**src/design/assert_macros.svh**
```systemverilog
// ---------------------------------------------------------------------------
// Assertion macros
// Shared concurrent assertion wrappers, clocked on i_clk and disabled
// while i_rst_n is low.
// ---------------------------------------------------------------------------
`ifndef ASSERT_MACROS_SVH
`define ASSERT_MACROS_SVH

// Check that a property holds at every rising clock edge out of reset
`define ASSERT_AT(label, prop, msg) \
    label: assert property (@(posedge i_clk) disable iff (!i_rst_n) (prop)) \
        else $error(msg);

// Check that a condition never holds at a rising clock edge out of reset
`define ASSERT_NEVER(label, cond, msg) \
    label: assert property (@(posedge i_clk) disable iff (!i_rst_n) !(cond)) \
        else $error(msg);

`endif

```
**src/design/ccot_pkg.sv**
```systemverilog
// ---------------------------------------------------------------------------
// ccot_pkg
// Widths, codes, reset values and shared types of the coulomb counter with
// OCV table lookup.
// ---------------------------------------------------------------------------
package ccot_pkg;

    // OCV table geometry
    localparam int TABLE_DEPTH = 256;
    localparam int TIDX_W      = $clog2(TABLE_DEPTH);

    // Field widths
    localparam int CHARGE_W  = 48;
    localparam int FULL_W    = 40;
    localparam int BASE_W    = 8;
    localparam int USED_W    = 9;
    localparam int OP_W      = 2;
    localparam int VOLT_W    = 16;
    localparam int CUR_W     = 22;
    localparam int MS_W      = 16;
    localparam int PCT_W     = 14;
    localparam int SOC_W     = 16;
    localparam int CFG_IDX_W = 2;

    // Scale factors: hundredths of percent and half percent per full charge
    localparam int PCT_DIVISOR      = 10000;
    localparam int HALF_PCT_DIVISOR = 200;
    localparam int SOC_SAT          = 20000;
    localparam int SCALE_W          = 14;

    // Multiplier factor for charge resets: table step index or percent
    localparam int FACT_W = (PCT_W > BASE_W + 1) ? PCT_W : BASE_W + 1;

    // Integrate product: (last + present current) times milliseconds
    localparam int INT_PW = CUR_W + MS_W + 2;

    // Shared divider: dividend covers |charge| times the percent scale
    localparam int DIV_NW    = CHARGE_W + SCALE_W;
    localparam int DIV_DW    = FULL_W;
    localparam int DIV_CNT_W = $clog2(DIV_NW);

    // Charge range and reset values
    localparam logic signed [CHARGE_W-1:0] CHARGE_MAX = {1'b0, {(CHARGE_W-1){1'b1}}};
    localparam logic signed [CHARGE_W-1:0] CHARGE_MIN = {1'b1, {(CHARGE_W-1){1'b0}}};
    localparam logic signed [CHARGE_W-1:0] CHARGE_RESET = CHARGE_W'(-1000000);
    localparam logic [FULL_W-1:0] FULL_RESET = 40'd21240000000;
    localparam logic [BASE_W-1:0] BASE_RESET = '0;
    localparam logic [USED_W-1:0] USED_RESET = 9'd201;

    typedef enum logic [OP_W-1:0] {
        OP_LOAD     = 2'd0,
        OP_INTEG    = 2'd1,
        OP_VOLT_RST = 2'd2,
        OP_PCT_RST  = 2'd3
    } t_opcode;

    typedef enum logic [CFG_IDX_W-1:0] {
        CFG_FULL = 2'd0,
        CFG_BASE = 2'd1,
        CFG_USED = 2'd2
    } t_cfg_idx;

    typedef enum logic [3:0] {
        S_IDLE,
        S_LOAD,
        S_INT_MUL,
        S_INT_ADD,
        S_WALK,
        S_RST_MUL,
        S_RST_DIV,
        S_RST_WAIT,
        S_SOC_MUL,
        S_SOC_DIV,
        S_SOC_WAIT,
        S_OCV_MUL,
        S_OCV_DIV,
        S_OCV_WAIT,
        S_OCV_RD,
        S_OUT
    } t_state;

    typedef struct packed {
        logic              start;
        logic [DIV_NW-1:0] dividend;
        logic [DIV_DW-1:0] divisor;
    } t_div_req;

    typedef struct packed {
        logic              busy;
        logic              done;
        logic [DIV_NW-1:0] quotient;
        logic [DIV_DW-1:0] remainder;
    } t_div_rsp;

endpackage

```
**src/design/ccot_div.sv**
```systemverilog
// ---------------------------------------------------------------------------
// ccot_div
// Restoring unsigned divider, one quotient bit per cycle. A start pulse
// loads the operands; done pulses when the last step is registered, and the
// quotient and remainder hold until the next start.
// ---------------------------------------------------------------------------
`include "assert_macros.svh"

module ccot_div (
    input  logic               i_clk,
    input  logic               i_rst_n,
    input  ccot_pkg::t_div_req i_req,
    output ccot_pkg::t_div_rsp o_rsp
);

    logic                           r_busy;
    logic                           r_done;
    logic [ccot_pkg::DIV_CNT_W-1:0] r_cnt;
    logic [ccot_pkg::DIV_NW-1:0]    r_quo;
    logic [ccot_pkg::DIV_DW-1:0]    r_rem;
    logic [ccot_pkg::DIV_DW-1:0]    r_dvs;

    logic [ccot_pkg::DIV_DW:0] rem_sh;
    logic [ccot_pkg::DIV_DW:0] rem_sub;
    logic                      rem_ge;

    // Shift in the next dividend bit and trial-subtract the divisor
    always_comb begin
        rem_sh  = {r_rem, r_quo[ccot_pkg::DIV_NW-1]};
        rem_ge  = (rem_sh >= {1'b0, r_dvs});
        rem_sub = rem_sh - {1'b0, r_dvs};
    end

    // Step counter and status
    always_ff @(posedge i_clk) begin
        if (!i_rst_n) begin
            r_busy <= 1'b0;
            r_done <= 1'b0;
            r_cnt  <= '0;
        end else begin
            r_done <= 1'b0;
            if (i_req.start) begin
                r_busy <= 1'b1;
                r_cnt  <= ccot_pkg::DIV_CNT_W'(ccot_pkg::DIV_NW - 1);
            end else if (r_busy) begin
                if (r_cnt == '0) begin
                    r_busy <= 1'b0;
                    r_done <= 1'b1;
                end else begin
                    r_cnt <= r_cnt - 1'b1;
                end
            end
        end
    end

    // Partial remainder and quotient shift register
    always_ff @(posedge i_clk) begin
        if (i_req.start) begin
            r_quo <= i_req.dividend;
            r_rem <= '0;
            r_dvs <= i_req.divisor;
        end else if (r_busy) begin
            r_rem <= rem_ge ? rem_sub[ccot_pkg::DIV_DW-1:0] : rem_sh[ccot_pkg::DIV_DW-1:0];
            r_quo <= {r_quo[ccot_pkg::DIV_NW-2:0], rem_ge};
        end
    end

    assign o_rsp.busy      = r_busy;
    assign o_rsp.done      = r_done;
    assign o_rsp.quotient  = r_quo;
    assign o_rsp.remainder = r_rem;

    `ASSERT_AT(a_div_start_idle, i_req.start |-> !r_busy, "divider started while busy")
    `ASSERT_AT(a_div_done_pulse, r_done |=> !r_done, "divider done held past one cycle")
    `ASSERT_NEVER(a_div_zero_divisor, r_busy && (r_dvs == '0), "divider running on zero")

endmodule

```
**config.mk**
```make
export PLATFORM = sky130hd
export DESIGN_NAME = ccot_div
export DESIGN_NICKNAME = d
export VERILOG_FILES = /design/src/design/ccot_pkg.sv /design/src/design/ccot_div.sv
export VERILOG_INCLUDE_DIRS = /design/src /design/src/design
export SDC_FILE = /design/constraint.sdc
export NUM_CORES = 1
export LEC_CHECK = 0
export BUFFER_PORTS_ARGS = -buffer_cell sky130_fd_sc_hd__buf_2
export CORE_MARGIN = 2
export CORE_UTILIZATION = 30
export CTS_BUF_LIST = sky130_fd_sc_hd__clkbuf_8
export DETAILED_ROUTE_END_ITERATION = 12
export HOLD_SLACK_MARGIN = 0.06
export SETUP_SLACK_MARGIN = 0.1
export SLEW_MARGIN = 15
export SYNTH_ARGS = -nofsm -noshare
export SYNTH_HDL_FRONTEND = slang
export SYNTH_SLANG_ARGS = --single-unit
```
**constraint.sdc**
```tcl
create_clock -name i_clk -period 3.54 [get_ports i_clk]
set_clock_uncertainty 0.1 [all_clocks]
set_input_delay 0.177 -clock i_clk [delete_from_list [all_inputs] [get_ports i_clk]]
set_output_delay 0.177 -clock i_clk [all_outputs]
set_load 0.01 [all_outputs]
```
---- Word level (Yosys, flattened, before mapping) ----
Cells that the tools add are included.
storage, ports and cells
  register bits ........................... 150
  input port bits ......................... 105
cells by class
  reductions and logical operators ........ 6
  magnitude comparators ................... 1
  add/sub/neg operators ................... 2
  equality and inequality tests ........... 1
  muxes and demuxes ....................... 10
  bitwise gates (word level) .............. 3
operators by type and width
  kind                   number
  $mux W62               2
  $ge A41 B40 Y1         1
  $mux W40               1
  $sub A40 B40 Y40       1
  $mux W6                3
  $logic_not A6 Y1       1
  $sub A6 B1 Y6 const B  1
  $mux W1                4
  $reduce_and A2 Y1      2
  $not A1 Y1             3
  $reduce_or A3 Y1       1
  $ne A2 B2 Y1 const B   1
  $reduce_bool A2 Y1     1
  $reduce_or A2 Y1       1

---- Depth between registers and ports, before layout ----
  word-level depth ........................ 4
  gate-level depth with buffers ........... 13
  mapped depth without buffers ............ 12

---- Worst setup path after synthesis ----
OpenSTA, ideal clock, no wires.
  kind .................................... register to register
  from .................................... register r_quo[61] (netlist name)
  to ...................................... register r_rem[24] (netlist name)
  buffers on the path ..................... 0
  data arrival time ....................... 2697 ps
  period minus slack after synthesis ...... 2885 ps
  path slack .............................. 655 ps
  stages on the path, launching flop included .. 13
  required time ........................... 3352 ps
  cells stage by stage .................... edfxtp_1 > inv_1 > ha_1 > fa_1 > nand2b_1 > a21oi_2 > o211ai_1 > o21a_1 > o31a_1 > o31ai_1 > xor2_1 > nand2_1 > a311oi_2
between the ends
  cells in the longest elaborated chain, start to end .. 2
  elaborated cells on any way between the ends .. 3
  classes of those cells .................. 1 x add/sub; 1 x order compare; 1 x mux
ends and longest elaborated chain
  element                                             RTL line                        source
  start: declaration                                  ccot_div.sv:19                  logic [ccot_pkg::DIV_NW-1:0] r_quo;
  start signal: assignment                            ccot_div.sv:59                  r_quo <= i_req.dividend;
  start signal: assignment                            ccot_div.sv:64                  r_quo <= {r_quo[ccot_pkg::DIV_NW-2:0], rem_ge};
  $sub A40 B40 Y40 or $ge A41 B40 Y1 (tied branches)  ccot_div.sv:31, ccot_div.sv:30
  $mux W40 *                                          ccot_div.sv:63                  r_rem <= rem_ge ? rem_sub[ccot_pkg::DIV_DW-1:0] : rem_sh[ccot_pkg::DIV_DW-1:0];
  end signal: assignment                              ccot_div.sv:63
  end: declaration                                    ccot_div.sv:20                  logic [ccot_pkg::DIV_DW-1:0] r_rem;
Every way passes the cells marked *; elsewhere a longest branch is shown, timed or not.
A chain may end at the register's enable or synchronous reset.

---- Worst setup path in the final report ----
Ends and elaborated chain as after synthesis.

==> flow_summary.json <==
{
  "outcome": "finished, violations left",
  "violations": "DRC",
  "route.met3.wl_um": 1880,
  "core_um2": 27900,
  "start_kind": "flop",
  "slew_headroom_pct": 46.1,
  "clock_path_buffers": 2,
  "avgSynthCellArea_um2": 10.2,
  "root_buffer": "clkbuf_8",
  "leakage_nw": 4.87,
  "clk_pin_slew_ns": 0.10,
  "htreeDepth": 4,
  "regArea_um2": 4030,
  "final_common_cell": "buf_2",
  "grt_pass1_wl_um": 41300,
  "setup_viol": 0,
  "vias": 7482,
  "rsz0062_at_grt": "true",
  "slowest_delay_ns": 0.42,
  "cp_max_fo": 5,
  "crit_chain": "inv_1 -> ha_1 -> fa_1 -> nand2b_1 -> a21oi_2 -> o211ai_1 -> o21a_1 -> o31a_1 -> o31ai_1 -> xor2_1 -> nand2_1 -> a311oi_2",
  "max-vdd-ir-drop_v": 0.000263,
  "fp.dieW_um": 173,
  "drv_cap": 0,
  "antenna_found_initial": 0,
  "row_count": 61,
  "overflow": 0,
  "clk_latency_ns": 0.47,
  "tightest_slew_ns": 0.809,
  "final_layout_size_suffix_gt1_share_pct": 29.8,
  "grt_max_degree": 66,
  "initial_core_util_pct": 30.6,
  "p_per_area_nw_per_um2": 426,
  "final_cell_mix": "buf_2 (207), dlygate4sd3_1 (103), edfxtp_1 (102)",
  "ant_nets": 0,
  "grt_pass1_vias": 7603,
  "tritoncts.num_buffers": 17,
  "post_drt_wl_per_cell_um": 16.9,
  "wirelength_met1_um": 10900,
  "end_kind": "flop",
  "cts_tree": "done",
  "fmax_mhz": 309,
  "hp-class": "primary input to flop",
  "drt_wl_total_um": 25800,
  "die_h_um": 173,
  "fin_setup_tns_ns": 0,
  "crit_family": "compound AO/OA/AOI/OAI gates",
  "firstDrtPassIters": 11,
  "ys_async_sr_fraction_pct": 0,
  "final_nets": 1285,
  "drt_iter0_markers": 324,
  "diodes": 0,
  "synth_area_um2": 8560,
  "report.final.slew_viol_count": 0,
  "synth_seq_area_share_pct": 47.0,
  "multi_input_area_um2": 4120,
  "hold_viol_final": 0,
  "period_needed_ns": 3.24,
  "fillers": 2759,
  "pin_count": 209,
  "wl_met2_um": 12600,
  "synth-seq-cells": 150,
  "highest_layer": "met4",
  "gp_congestion": 0.838,
  "worstSetupPathType": "flop to flop",
  "drc": 1,
  "placed_area_um2": 9960,
  "synth-edff-count": 102,
  "synth_cells": 840,
  "grt_util_all_layers_pct": 17.4,
  "die-area_um2": 29900,
  "critPathArrivalTime_ns": 3.52,
  "crit_slowest_cell": "edfxtp_1",
  "critPathBufInv": 1,
  "numClockSinks": 150,
  "syn_to_final_growth_pct": 33.2,
  "io_buffers": 208,
  "synth_fp_nets": 988,
  "period_share_pct": 91.5,
  "place_hpwl_um": 18600,
  "yosysWarningCount": 0,
  "yosysUniqueCellTypes": 64,
  "vias_per_cell": 4.90,
  "worstPathRequired_ns": 3.82,
  "final_cell_area_um2": 11400,
  "ys.flop_type": "edfxtp_1"
}
-- flip-flops by register name (all words and copies together), names as in the netlist --
signal / cells
r_busy: 1
r_cnt: 6
r_done: 1
r_dvs: 40
r_quo: 62
r_rem: 40
-- cell families (layout without fill, tap and decap cells) --
logic type      count (synthesis)  after routing  share of synthesized area [%]
compound gates                193            193                           16.4
xor+xnor                       33             33                           3.38
fa+ha+maj                      43             43                           6.38
buf+inv                       100            410                           4.93
flops                         150            150                           47.0
mux                            66             66                           8.64
simple gates                  255            255                           13.2
-- Yosys cell counts, drive strengths merged (13+ instances only) --
master,count,share of area (%)
mux2,63,8.3
ha,42,6.1
dfxtp,48,11
buf,21,1.5
clkbuf,27,1.2
nor2,84,3.7
o21ai,30,1.8
xnor2,18,1.8
inv,51,2.2
nand3,13,0.76
nor3,13,0.76
edfxtp,102,36
a211oi,16,1.5
a311oi,21,2.7
nand2,93,4.1
a21o,14,1.2
a21oi,53,3.2
xor2,15,1.5
-- path summary, 6_finish.rpt --
path	start	end	slack, ns	cells after the start
setup / recovery	r_quo[61]	r_rem[24]	0.30	12
hold / removal	i_req[102]	r_rem[19]	0.08	2
setup reg to reg	r_quo[61]	r_rem[24]	0.30	12
hold reg to reg	r_rem[5]	r_rem[5]	0.42	2
-- through the flow --
| stage | std cells | util, % | total power [mW] | setup slack, ns | hold WS, ns |
|---|---|---|---|---|---|
| 3_5_place_dp | 1392 | 35.7 | 3.46 | 0.274 | 0.255 |
| 4_1_cts | 1527 | 40.8 | 4.90 | 0.226 | 0.0631 |
| 5_1_grt | 1528 | 40.8 | 5.14 | 0.0974 | 0.0715 |
| 6_report | 1528 | 40.8 | 4.86 | 0.302 | 0.0806 |
| 3_3_place_gp | 1392 | 35.7 | 3.45 | 0.286 | 0.255 |
| 2_1_floorplan | 840 | - | 3.03 | 0.655 | 0.176 |
-- report_power, final --
part | total, mW | switching, mW | internal, mW
Combinational | 1.34 | 0.757 | 0.584
Sequential | 2.18 | 0.115 | 2.06
Clock | 1.34 | 0.810 | 0.529
-- final cells by class --
cell class / count / area share [%]
timing repair buffer: 326 / 19.2
inverter: 52 / 1.71
sequential: 150 / 35.3
clock buffer: 17 / 2.05
clock inverter: 15 / 1.38
tap: 378 / 4.15
multi-input combinational: 590 / 36.2
-- layer usage --
metal  track usage [%]  vias to the layer above
met4              5.08                        0
met2              30.3                      273
li1                  -                     3665
met3              5.15                       28
met1              20.8                     3516
met5                 0                        -
-- timing repair --
action | CTS | global route
buffers inserted | 0 | 1
endpoints found under the hold margin | 110 | 0
setup endpoints to repair | 0 | 4
hold buffers | 103 | 0
gates resized for setup | 0 | 1
Power figures use the tool's default switching activity.
